$ cat config.mk
export PLATFORM = sky130hd
export DESIGN_NAME = nava_ram
export DESIGN_NICKNAME = d
export VERILOG_FILES = /design/src/rtl/nava_ram.sv
export SDC_FILE = /design/constraint.sdc
export NUM_CORES = 2
export LEC_CHECK = 0
export BUFFER_PORTS_ARGS = -buffer_cell sky130_fd_sc_hd__buf_2
export CAP_MARGIN = 20
export CORE_UTILIZATION = 45
export DETAILED_ROUTE_END_ITERATION = 8
export PLACE_DENSITY = 0.56
export RECOVER_POWER = 50
export SETUP_SLACK_MARGIN = 0.4
export SLEW_MARGIN = 25
export SYNTH_ARGS = -nofsm -noshare
export SYNTH_HDL_FRONTEND = slang
export SYNTH_SLANG_ARGS = --single-unit
$ cat constraint.sdc
create_clock -name clk -period 2.7 [get_ports clk]
set_clock_uncertainty 0.15 [all_clocks]
set_input_delay 0.405 -clock clk [delete_from_list [all_inputs] [get_ports clk]]
set_output_delay 0.405 -clock clk [all_outputs]
set_load 0.01 [all_outputs]
$ cat src/rtl/nava_ram.sv
// generic single-write, single-read synchronous ram with registered read data
// no dependencies
`default_nettype none
module nava_ram #(
	parameter int WIDTH = 8,
	parameter int DEPTH = 256
) (
	input  wire logic                                  clk,
	input  wire logic                                  we,
	input  wire logic [(DEPTH > 1 ? $clog2(DEPTH) : 1)-1:0] waddr,
	input  wire logic [WIDTH-1:0]                      wdata,
	input  wire logic [(DEPTH > 1 ? $clog2(DEPTH) : 1)-1:0] raddr,
	output logic      [WIDTH-1:0]                      rdata
);

	logic [WIDTH-1:0] mem [DEPTH];

	always_ff @(posedge clk) begin
		if (we) begin
			mem[waddr] <= wdata;
		end
		rdata <= mem[raddr];
	end

endmodule
`default_nettype wire

; ---- Word level (Yosys, flattened, before mapping)
; Memory sizes are Yosys's and may differ from the RTL's. A register that Yosys moved wholly into a read port is not among the register bits.
; Cells that the tools add are included.
[word_totals]
register_bits = 0
mem_bits_rw = 2048
in_bits = 26
output_inout_bits = 8
elab_cells = 3
mem_count = 1
[mem_list]
columns = name, depth, width, read_ports, rd_ports_with_merged_regs, wr, line
row1 = mem, 256, 8, 1, 1, 1, 16  ; logic [WIDTH-1:0] mem [DEPTH];
[op_classes]
n_mux = 2
[op_table]
columns = cell, n
row1 = 1-bit 2-to-1 mux, 2

; ---- Logic depth before layout (Yosys ltp)
[logic_depth]
word_depth = 2
mapped_depth = 11
mapped_depth_nobuf = 6

; ---- Worst setup path before layout
; Ideal clock, no wire load.
[synth_path]
path_kind = input -> register
start = in raddr[0] (netlist name)
end = reg rdata[2], read port of mem
setup_time_ps = 131
arrival_time_ps = 2212
required_time_ps = 2419
setup_slack_ps = 207
cell_stages = 9
path_buffers = 4
cell_sequence = buf_6 buf_12 buf_8 buf_2 mux4_2 a22oi_1 a21oi_1 nor4_1 nor4_2
[synth_rtl]
columns = element, line
row1 = start: declaration, 12  ; input wire logic [(DEPTH > 1 ? $clog2(DEPTH) : 1)-1:0] raddr,
row2 = end: declaration, 13  ; output logic [WIDTH-1:0] rdata

==> key figures <==
Routing
  – Detailed Route Iter0 Violations: 4022
  – First-pass iteration count of the detailed router: 5
  – Number of vias after detailed routing: 40360
  – Residual DRC: 0
  – Average wire per standard cell: 29.49 microns
  – Via count normalized by instance count: 5.757
  – Antenna violation net count after detailed routing: 0
  – Final Routed Wirelength: 206700 microns

STA
  – Setup slack of the critical path after layout: 0.1565 ns
  – Final setup fails: 0
  – Final number of max-transition violations: 248
  – Final worst path period share: 94.20%
  – Slew headroom: -24.57%
  – Post-route minimum period: 2.543 ns
  – Setup repair after global routing missed its margin: yes
  – Worst Max-Slew Pin Slew: 1.869 ns
  – Achievable frequency: 393.2 MHz
  – Final hold violation count: 0

Logic synthesis
  – Post-synth top area share: 77.30%
  – Fraction of registers with async set/reset: 0%
  – Number of synthesized register bits: 2056
  – Gate Count Post-Synth: 3733
  – Synthesis warning total: 0
  – Number of enable-type register cells in the synthesized netlist: 2048
  – Synthesized cell area: 79560 sq um
  – Leading post-synthesis cells by cell area: sky130_fd_sc_hd__edfxtp_1, sky130_fd_sc_hd__mux4_2, sky130_fd_sc_hd__mux2i_1
  – List of most frequent post-synthesis cells: sky130_fd_sc_hd__edfxtp_1, sky130_fd_sc_hd__mux4_2, sky130_fd_sc_hd__nor2_1, sky130_fd_sc_hd__mux2i_1, sky130_fd_sc_hd__a22oi_1
  – Part of the Yosys area used for sequential elements: 77.50%
  – Synth Flop Type: sky130_fd_sc_hd__edfxtp_1
  – Count leader, synth: sky130_fd_sc_hd__edfxtp_1
  – Distinct cell type count of the synthesized netlist: 55
  – Post-synth net total: 3759
  – Post-synthesis average cell area: 21.31 sq um
  – Cell taking the most area after synthesis: sky130_fd_sc_hd__edfxtp_1

Layout
  – Area used by multi-input combinational logic: 17060 sq um
  – Fraction of final layout cells with drive strength greater than 1: 32.93%
  – Count of nets after finishing: 4537
  – Area growth from synthesis to final layout: 19.13%
  – Cell Count, Final, Fillers Out: 7010
  – Sequential cell area: 61660 sq um
  – Number of filler cells placed in the layout: 13550

Run status
  – Violations in the final reports: max-capacitance violations, max-slew violations
  – Run status: finished with violations

Power and ir drop
  – Fraction of power spent switching nets: 21.62%
  – Fraction of power consumed by combinational cells: 5.8%
  – Power share of the clock group: 41.5%
  – Net switching power figure: 14.47 mW
  – Power density cells: 706.3 nW/um^2
  – Maximum vdd ir drop: 0.7976 mV
  – Share of total power in sequential cells: 52.7%
  – P_int: 52.46 mW
  – Cell leakage power: 30.57 nW

Global route
  – Number of antenna violations at the first check in global routing: 13
  – Busiest layer in global routing: met2
  – Grt met2 use: 37.83%
  – Global route overflow: 0
  – Wire length of the first global-routing pass: 298500 microns
  – M1 GR Usage: 33.11%
  – Vias in the first global route: 41430
  – Total GRT Usage: 23.35%
  – Met3 Use GR: 4.050%
  – Maximum number of pins on one net before global-route repair: 99

Die
  – Cell row count: 153
  – Die footprint: 178500 sq um
  – Number of top-level pins: 34
  – Starting Density: 45.52%
  – Die Wd: 422.5 microns
  – Core box area: 174800 sq um
  – Die outline height: 422.5 microns

Clock network
  – Number of buffers created by CTS: 208
  – Cell at the root of the clock tree: sky130_fd_sc_hd__clkbuf_16
  – Clock latency on the worst-skew pair: 0.86 ns
  – CTS tree: done
  – Reg clk slew, reported paths: 0.06 ns
  – Sinks on the clock net: 2056
  – Number of H-tree branching levels: 4
  – Maximum number of buffers from clock root to sink: 3

Placement
  – Worst slack after detailed placement: -1.141 ns
  – Global placement routability congestion: 0.8332
  – HPWL after detailed placement: 134000 microns
  – Number of placed instances, taps included: 6609
  – Port Buffers: 33

Setup path
  – Worst-path fanout max: 1
  – Critical path start-end classification: reg -> reg
  – Worst Setup Start Kind: register
  – Kind of end point of the critical path: register
  – Required time of the worst setup path: 3.26 ns
  – Critical path arrival: 3.10 ns

Job
  – Number of max-capacitance violations reported: 4

Min path
  – Path category of the worst min-delay check: in -> reg
per-stage QoR:
stage	TNS, ns	power [mW]	utilization, %	hold WS [ns]	area (sq um)
5_1_grt	0	68.83	54.22	0.1293	94770
3_5_place_dp	-6.603	39.76	50.47	0.6219	88220
6_report	0	66.94	54.22	0.1471	94770
3_3_place_gp	-6.556	39.73	50.47	0.6160	88220
2_1_floorplan	0	37.66	-	0.3539	79890
4_1_cts	0	67.48	54.44	0.06750	95160
path summary, 6_finish.rpt:
path,from,to,slack (ns),cells past startpoint
max,mem[135][0],rdata[0],0.16,8
min reg2reg,mem[103][0],rdata[0],0.93,5
max reg2reg,mem[135][0],rdata[0],0.16,8
min,waddr[2],mem[157][1],0.15,4
sequential cells by signal, summed over array words and instances, names as in the netlist:
name / count
mem: 2048
rdata: 8
routing by layer:
layer,routed length [microns],share of wire [%]
met1,87730,42
met2,101100,49
met3,13720,6.6
met4,4112,2.0
met5,0,0
cell type report:
type | count | area share (%)
multi-input combinational | 1442 | 18.00
antenna | 2 | 0.005281
tap | 2325 | 3.070
timing repair buffer | 801 | 6.934
inverter | 2 | 0.007921
clock buffer | 257 | 5.752
clock inverter | 125 | 1.171
sequential | 2056 | 65.06
cells by family (layout without fill, tap and decap cells):
logic type,count (synthesis),after routing,share of synthesized area [%]
AO/OA/AOI/OAI,385,385,3.419
buffers and inverters,235,1185,1.831
AND/OR/NAND/NOR,466,466,2.628
multiplexers,591,591,14.62
other,0,2,0
flip-flops,2056,2056,77.50
critical path, stage by stage, from the launching register on:
cell and delay (ns):
sky130_fd_sc_hd__edfxtp_1 0.37, sky130_fd_sc_hd__mux4_2 0.51, sky130_fd_sc_hd__mux4_2 0.50, sky130_fd_sc_hd__nor2_4 0.11, sky130_fd_sc_hd__a2111oi_1 0.09, sky130_fd_sc_hd__buf_4 0.18
sky130_fd_sc_hd__nor3_4 0.27, sky130_fd_sc_hd__buf_4 0.18, sky130_fd_sc_hd__nor4_2 0.04
placed cells by master (no fill, tap or decap), types with 8 or more instances in the layout:
master,instances
sky130_fd_sc_hd__o22ai_1,28
sky130_fd_sc_hd__nor2_1,257
sky130_fd_sc_hd__edfxtp_1,2048
sky130_fd_sc_hd__o221ai_1,46
sky130_fd_sc_hd__clkbuf_1,137
sky130_fd_sc_hd__clkinv_2,36
sky130_fd_sc_hd__nor4_1,8
sky130_fd_sc_hd__buf_4,564
sky130_fd_sc_hd__nor3_1,12
sky130_fd_sc_hd__bufinv_16,14
sky130_fd_sc_hd__nor2_2,20
sky130_fd_sc_hd__nand4_1,10
sky130_fd_sc_hd__clkinv_1,56
sky130_fd_sc_hd__nor2b_1,26
sky130_fd_sc_hd__a211oi_1,8
sky130_fd_sc_hd__nand3_1,32
sky130_fd_sc_hd__buf_12,74
sky130_fd_sc_hd__dlygate4sd3_1,8
sky130_fd_sc_hd__dfxtp_1,8
sky130_fd_sc_hd__a22oi_1,126
sky130_fd_sc_hd__nor4_2,13
sky130_fd_sc_hd__nand2_1,33
sky130_fd_sc_hd__o211ai_1,10
sky130_fd_sc_hd__mux4_2,454
sky130_fd_sc_hd__a221oi_1,9
sky130_fd_sc_hd__a211oi_2,8
sky130_fd_sc_hd__clkbuf_2,28
sky130_fd_sc_hd__clkbuf_16,210
sky130_fd_sc_hd__buf_2,18
sky130_fd_sc_hd__o21ai_0,10
sky130_fd_sc_hd__a21oi_1,91
sky130_fd_sc_hd__mux2i_1,134
power by group through the flow:
stage	registers [mW]	clock network (mW)	logic (mW)
detailed placement	35.9	0	3.84
global route	35.2	29.5	4.09
CTS	35.2	28.3	3.93
floorplan	35.9	0	1.76
global placement	35.9	0	3.81
finish	35.3	27.8	3.88
repair_timing:
| action | in CTS | in global routing |
|---|---|---|
| pin swaps | 16 | 17 |
| setup endpoints to repair | 8 | 8 |
| buffers inserted | 0 | 9 |
| hold endpoints to repair | 472 | 0 |
| resized for setup | 54 | 35 |
| hold buffers | 8 | 0 |
Note: power is estimated with default switching activity, not from simulation.
