### src/rtl/nava_pkg.sv
// shared types, constants and register codes for the nearest-atom voxel labeler
// no dependencies
`default_nettype none
package nava_pkg;

	localparam int POS_W       = 24;
	localparam int STEP_W      = 16;
	localparam int REACH_W     = 13;
	localparam int DIST_W      = 32;
	localparam int CNT_W       = 16;
	localparam int OUT_ID_W    = 16;
	localparam int IN_ID_W     = 16;
	localparam int RIDX_W      = 18;
	localparam int CFG_IDX_W   = 3;
	localparam int CFG_DATA_W  = 24;
	// dividend of a box corner and its truncated quotient
	localparam int DVW         = 26;
	localparam int QW          = DVW + 1;
	// coordinate differences inside the grid (up to 1023 steps of 65535)
	localparam int CW          = 28;
	localparam int SQW         = 2 * CW;

	localparam int GRID_X_DEF       = 64;
	localparam int GRID_Y_DEF       = 64;
	localparam int GRID_Z_DEF       = 64;
	localparam int ATOM_ID_BITS_DEF = 16;

	localparam logic signed [POS_W-1:0] ORIGIN_RST = '0;
	localparam logic [STEP_W-1:0]       STEP_RST   = 16'd256;
	localparam logic [REACH_W-1:0]      REACH_RST  = 13'd768;

	localparam logic [CFG_IDX_W-1:0] REG_ORIGIN_X = 3'd0;
	localparam logic [CFG_IDX_W-1:0] REG_ORIGIN_Y = 3'd1;
	localparam logic [CFG_IDX_W-1:0] REG_ORIGIN_Z = 3'd2;
	localparam logic [CFG_IDX_W-1:0] REG_STEP_X   = 3'd3;
	localparam logic [CFG_IDX_W-1:0] REG_STEP_Y   = 3'd4;
	localparam logic [CFG_IDX_W-1:0] REG_STEP_Z   = 3'd5;
	localparam logic [CFG_IDX_W-1:0] REG_REACH    = 3'd6;

	localparam logic CMD_SPLAT = 1'b0;
	localparam logic CMD_READ  = 1'b1;

	localparam logic [2:0] LAST_CORNER = 3'd5;

	typedef struct packed {
		logic                    cmd;
		logic [IN_ID_W-1:0]      atom_id;
		logic signed [POS_W-1:0] pos_x;
		logic signed [POS_W-1:0] pos_y;
		logic signed [POS_W-1:0] pos_z;
		logic [RIDX_W-1:0]       voxel_index;
	} in_word_t;

	typedef struct packed {
		logic                 assigned;
		logic [OUT_ID_W-1:0]  nearest_atom;
		logic [DIST_W-1:0]    dist_sq;
		logic [CNT_W-1:0]     update_count;
	} out_word_t;

	typedef struct packed {
		logic                  start;
		logic signed [DVW-1:0] dividend;
		logic [STEP_W-1:0]     divisor;
	} div_req_t;

	typedef struct packed {
		logic                 done;
		logic signed [QW-1:0] quot;
	} div_rsp_t;

	typedef enum logic [3:0] {
		S_CLEAR,
		S_IDLE,
		S_DSTART,
		S_DWAIT,
		S_SETUP,
		S_WALK,
		S_DRAIN,
		S_READ,
		S_RDATA,
		S_DONE
	} state_t;

endpackage
`default_nettype wire

### src/rtl/nava_div.sv
// sequential signed-by-unsigned divider, truncating toward zero, one bit per cycle
// depends on nava_pkg
`default_nettype none
module nava_div import nava_pkg::*; (
	input  wire logic     clk,
	input  wire logic     arst_n,
	input  wire div_req_t req,
	output div_rsp_t      rsp
);

	localparam int CNT_BITS = $clog2(DVW);

	logic                busy_q;
	logic                done_q;
	logic [CNT_BITS-1:0] cnt_q;
	logic                neg_q;
	logic [DVW-1:0]      mag_q;
	logic [STEP_W-1:0]   rem_q;
	logic [STEP_W-1:0]   dsr_q;
	logic [STEP_W:0]     rsh;
	logic                ge;

	assign rsh = {rem_q, mag_q[DVW-1]};
	assign ge  = rsh >= {1'b0, dsr_q};

	always_ff @(posedge clk or negedge arst_n) begin
		if (!arst_n) begin
			busy_q <= 1'b0;
			done_q <= 1'b0;
			cnt_q  <= '0;
		end else begin
			done_q <= 1'b0;
			if (req.start) begin
				busy_q <= 1'b1;
				cnt_q  <= '0;
			end else if (busy_q) begin
				cnt_q <= cnt_q + 1'b1;
				if (cnt_q == CNT_BITS'(DVW - 1)) begin
					busy_q <= 1'b0;
					done_q <= 1'b1;
				end
			end
		end
	end

	always_ff @(posedge clk) begin
		if (req.start) begin
			neg_q <= req.dividend[DVW-1];
			mag_q <= req.dividend[DVW-1] ? DVW'(-req.dividend) : DVW'(req.dividend);
			rem_q <= '0;
			dsr_q <= req.divisor;
		end else if (busy_q) begin
			rem_q <= ge ? STEP_W'(rsh - {1'b0, dsr_q}) : rsh[STEP_W-1:0];
			mag_q <= {mag_q[DVW-2:0], ge};
		end
	end

	assign rsp.done = done_q;
	assign rsp.quot = neg_q ? -$signed({1'b0, mag_q}) : $signed({1'b0, mag_q});

endmodule
`default_nettype wire

### config.mk
export PLATFORM = sky130hd
export DESIGN_NAME = nava_div
export DESIGN_NICKNAME = d
export VERILOG_FILES = /design/src/rtl/nava_pkg.sv /design/src/rtl/nava_div.sv
export SDC_FILE = /design/constraint.sdc
export NUM_CORES = 1
export LEC_CHECK = 0
export BUFFER_PORTS_ARGS = -buffer_cell sky130_fd_sc_hd__buf_2
export CAP_MARGIN = 30
export CORE_AREA = 3 3 89 91
export CTS_BUF_LIST = sky130_fd_sc_hd__clkbuf_2 sky130_fd_sc_hd__clkbuf_4 sky130_fd_sc_hd__clkbuf_8
export DETAILED_ROUTE_END_ITERATION = 6
export DIE_AREA = 0 0 92 94
export MAX_ROUTING_LAYER = met4
export PLACE_DENSITY = 0.87
export REMOVE_ABC_BUFFERS = 1
export SKIP_LAST_GASP = 1
export SLEW_MARGIN = 15
export SYNTH_ARGS = -nofsm -noshare
export SYNTH_HDL_FRONTEND = slang
export SYNTH_SLANG_ARGS = --single-unit
export TNS_END_PERCENT = 1
### constraint.sdc
create_clock -name clk -period 4.18 [get_ports clk]
set_input_delay 0.836 -clock clk [delete_from_list [all_inputs] [get_ports clk]]
set_output_delay 0.836 -clock clk [all_outputs]
set_load 0.05 [all_outputs]
## Word level (Yosys, flattened, before mapping)

Index checks and enable logic that the tools add are counted.
W data, S select, Z words.

| storage, ports and cells | value |
|---|---|
| bits in registers | 66 |

| operators by class | value |
|---|---|
| add/subtract/negate cells | 4 |
| order comparisons | 1 |
| equal/unequal tests | 1 |
| muxes and demuxes | 13 |
| reduce and logical (&&, ||, !) cells | 1 |

Operator list:

| kind | number |
|---|---|
| $mux W26 | 3 |
| $mux W27 | 1 |
| $neg A26 Y27 | 1 |
| $neg A26 Y26 | 1 |
| $ge A17 B16 Y1 | 1 |
| $mux W16 | 1 |
| $sub A16 B16 Y16 | 1 |
| $mux W5 | 2 |
| $mux W1 | 6 |
| $add A5 B1 Y5 const B | 1 |
| $eq A5 B5 Y1 const B | 1 |
| $reduce_bool A2 Y1 | 1 |

## Longest topological paths before layout

| logic depth | value |
|---|---|
| depth after elaboration | 4 |
| mapped depth | 11 |
| depth with buffers taken out | 10 |

## Worst setup path after synthesis

No wires, ideal clock.

| path | value |
|---|---|
| path kind | register to output |
| from | register mag_q[8] |
| to | output port rsp[19] in the netlist's numbering |
| arrival time | 2.349 ns |
| data required time | 3.344 ns |
| path slack | 0.995 ns |
| cell stages (with the launch flop) | 5 |
| path buffers | 0 |
| cell sequence | edfxtp_1 -> or4_1 -> o31ai_1 -> nand2_1 -> xor2_1 |

RTL lines:

| what | RTL line | source |
|---|---|---|
| from (decl) | nava_div.sv:17 | `logic [DVW-1:0] mag_q;` |
| from (signal assigned) | nava_div.sv:49 | `mag_q <= req.dividend[DVW-1] ? DVW'(-req.dividend) : DVW'(req.dividend);` |
| from (signal assigned) | nava_div.sv:54 | `mag_q <= {mag_q[DVW-2:0], ge};` |
| to (decl) | nava_div.sv:8 | `output div_rsp_t rsp` |

==> impl_metrics.yaml <==
timing:
  rsz_0062_raised_after_global_routing: "no"
  timing.final.ws_setup_ps: 453.8
  finalHoldViolCount: 0
  min_period_ps: 3726
  fin_tns_setup_ps: 0
  maxClockFrequency_mhz: 268.4
  final.setup_skew_ps: 13.08
  final.period_utilization_pct: 89.14
  final-setup-viol-count: 0
  worst_slew_margin_rel_pct: 47.93
  timing_max_transition_violations_final: 0
  worstMarginPinSlew_ps: 781.1
clocking:
  cts_tree: "yes"
  cts_made_buffers: 9
  cts.repair_timing.setup_buffer_count: 0
  clock-root-buffer: "sky130_fd_sc_hd__clkbuf_8"
  cts_hold_buffers: 0
  clock_path_buffers: 2
  cts.repair.resized: 0
  reg_clk_slew_reported_paths_ps: 70
  insertion_delay_ps: 340
  clock_tree.htree_level_count: 3
  tritoncts_num_sinks: 66
cells_and_area:
  n_fill_cell: 569
  post_layout_nonfiller_instances: 662
  area_growth_pct: 13.30
  net_total_in_the_final_layout: 624
  num_antenna_cells: 0
  fraction_of_layout_cells_with_a_size_suffix_above_1_pct: 20.07
  final_cell_area_excluding_filler_cells_sq_um: 5149
logic_synthesis:
  yosys.cell_types.count: 54
  asyncSetResetFlopFracSynth_pct: 10.61
  post_synth_edffs: 43
  syn-instance-count: 497
  synth_warnings: 0
  mappedNetlistArea_sq_um: 4544
  synth-seq-area-share_pct: 39.32
  yosys_most_used_dff: "sky130_fd_sc_hd__edfxtp_1"
  synth.avg_cell_area_sq_um: 9.144
  yosys_register_bits: 66
worst_setup_path:
  regToRegEndpoint: "rem_q[0]"
  critical-path-max-stage-delay_ps: 590
  path_class: "reg2out"
  crit_slowest_cell: "sky130_fd_sc_hd__or4_1"
  crit_required_ps: 3340
  startpoint_type: "flip-flop"
  timing.critical_path.cells: "or4_1 -> or3_1 -> inv_1 -> nand3_1 -> o21ai_0 -> xnor2_1 -> buf_2"
  type_of_destination_of_the_critical_path: "output port"
  timing.reg2reg.setup_slack_ps: 1230
  critical_path_peak_fanout: 4
  worst_ep_arrival_time_ps: 2890
  worst_r2r_startpoint: "dsr_q[1]"
  ff2ff_path_depth: 9
floorplanning:
  design.die.area_sq_um: 8648
  initial_core_util_pct: 62.99
  fp.dieW_um: 92
  core.rowCount: 31
  io-pin-count: 73
  core_sq_um: 7214
  fp.dieH_um: 94
place:
  pre_cts_slack_ps: 746.2
  port-buffer-count: 72
  gp_congestion: 0.9406
  dp.final_hpwl_mm: 7.491
  placed_cell_count: 646
  placed_area_sq_um: 4982
global_routing:
  grt_first_pass_wirelength_mm: 16.93
  vias_in_the_first_global_route: 3739
  grt_max_degree: 58
  overflow: 0
  grt_antenna_before_repair: 0
  globalRouteTotalUtil_pct: 25.16
flow_run:
  max-cap-violations: 0
route:
  drt_iter0_markers: 299
  drc_errors: 0
  drt_wl_total_mm: 10.37
  ant_nets: 0
  wl_per_cell_um: 15.67
  drtPass1Iterations: 5
  detailroute.via_count: 3914
  vias_per_cell: 5.912
status:
  run_status: "finished clean"
pwr:
  vdd.ir_drop.worst_mv: 0.2947
  p_leak_uw: 0.002127
  fin_total_pwr_uw: 2619
  power_per_cell_area_nw_per_um2: 508.7
hold_path:
  hp-class: "in2async"
worst max-delay path by stage:
stage	endpoint	startpoint
2_1_floorplan	rsp[19]	mag_q[8]
3_3_place_gp	mag_q[21]	req[20]
3_5_place_dp	mag_q[21]	req[20]
4_1_cts	rsp[20]	mag_q[7]
5_1_grt	rsp[20]	mag_q[11]
6_report	rsp[20]	mag_q[7]
logic make-up after synthesis:
kind of cell	after synthesis	synth area share, %
and+or+nand+nor	160	17.26
buffers and inverters	53	4.543
xor gates and xnor gates	62	11.95
AOI/OAI and AO/OA	121	17.65
adders and majority gates	21	5.947
muxes	14	3.332
DFF	66	39.32
critical path, delay by kind of cell, from the launching register on:
family	cells	cell delay, ps
flip-flops	1	450
AND/OR/NAND/NOR	3	1200
buffers and inverters	2	410
XOR/XNOR	1	180
AO/OA/AOI/OAI	1	310
final cells by class:
| class | instances | area [sq um] | share of cell area, % |
|---|---|---|---|
| clock buffers | 12 | 146.4 | 2.843 |
| clock inverters | 4 | 20.02 | 0.3888 |
| inverters | 28 | 105.1 | 2.041 |
| multi-input cells | 378 | 2551 | 49.55 |
| flip-flops and latches | 66 | 1787 | 34.70 |
| well taps | 99 | 123.9 | 2.406 |
| repair buffers | 75 | 415.4 | 8.068 |
state kept, by name, indices dropped and copies added (netlist names):
register / count
done_q: 1
rem_q: 16
cnt_q: 5
neg_q: 1
busy_q: 1
mag_q: 26
dsr_q: 16
Yosys cell counts (all sizes together), types with 3 or more instances:
| library cell | instances | area share (%) |
|---|---|---|
| a211oi | 3 | 0.50 |
| a21boi | 3 | 0.50 |
| a21oi | 35 | 3.9 |
| a311oi | 10 | 1.9 |
| a31oi | 3 | 0.41 |
| and3 | 4 | 0.55 |
| buf | 5 | 0.58 |
| clkbuf | 20 | 1.7 |
| dfrtp | 7 | 3.9 |
| dfxtp | 16 | 7.0 |
| edfxtp | 43 | 28 |
| ha | 20 | 5.5 |
| inv | 28 | 2.3 |
| mux2 | 9 | 2.2 |
| mux2i | 5 | 1.1 |
| nand2 | 52 | 4.3 |
| nand2b | 7 | 1.1 |
| nand3 | 7 | 0.77 |
| nand4 | 4 | 0.55 |
| nand4b | 3 | 0.58 |
| nor2 | 46 | 3.8 |
| nor2b | 4 | 0.55 |
| nor3 | 7 | 0.77 |
| o21ai | 33 | 3.6 |
| o31ai | 11 | 2.4 |
| o41ai | 7 | 1.3 |
| or2 | 5 | 0.69 |
| or3 | 7 | 0.96 |
| or4 | 6 | 1.2 |
| xnor2 | 31 | 6.0 |
| xor2 | 31 | 6.0 |
through the flow:
stage	utilization (%)	hold WS, ps
CTS	71.37	302.8
detailed placement	69.06	480.2
global placement	68.68	474.4
floorplan	-	452.5
global route	71.37	301.6
finish	71.37	311.8
cells in the final DEF (no fill, tap or decap), types with 3 or more instances in the layout:
cell type / instances
sky130_fd_sc_hd__edfxtp_1: 43
sky130_fd_sc_hd__nand2b_1: 6
sky130_fd_sc_hd__nand3_1: 7
sky130_fd_sc_hd__or4_4: 3
sky130_fd_sc_hd__nand4b_1: 3
sky130_fd_sc_hd__or3_1: 7
sky130_fd_sc_hd__xnor2_1: 31
sky130_fd_sc_hd__mux2_2: 9
sky130_fd_sc_hd__nand4_1: 4
sky130_fd_sc_hd__a31oi_1: 3
sky130_fd_sc_hd__ha_1: 20
sky130_fd_sc_hd__dfrtp_1: 7
sky130_fd_sc_hd__nor2_1: 46
sky130_fd_sc_hd__a21boi_0: 3
sky130_fd_sc_hd__or2_2: 5
sky130_fd_sc_hd__dfxtp_1: 16
sky130_fd_sc_hd__or4_1: 3
sky130_fd_sc_hd__nor3_1: 7
sky130_fd_sc_hd__mux2i_1: 5
sky130_fd_sc_hd__clkbuf_8: 9
sky130_fd_sc_hd__a21oi_1: 35
sky130_fd_sc_hd__inv_1: 28
sky130_fd_sc_hd__nand2_1: 52
sky130_fd_sc_hd__o31ai_1: 9
sky130_fd_sc_hd__a311oi_1: 10
sky130_fd_sc_hd__o21ai_0: 31
sky130_fd_sc_hd__xor2_1: 31
sky130_fd_sc_hd__and3_1: 4
sky130_fd_sc_hd__nor2b_1: 4
sky130_fd_sc_hd__clkbuf_4: 3
sky130_fd_sc_hd__o41ai_1: 7
sky130_fd_sc_hd__a211oi_1: 3
sky130_fd_sc_hd__clkinv_2: 4
sky130_fd_sc_hd__buf_2: 72
layer usage:
metal  part of all wire [%]  track usage (%)
met1                     42            30.05
met2                     51            43.31
met3                    6.4            5.449
met4                    1.3            6.931
met5                      0                -
power breakdown:
group / internal (uW) / leakage, uW / switching (uW)
clock: 232 / 0.0000942 / 245
sequential: 821 / 0.000657 / 106
combinational: 443 / 0.00138 / 773
total: 1500 / 0.00213 / 1120
Note: power is estimated with default switching activity, not from simulation.
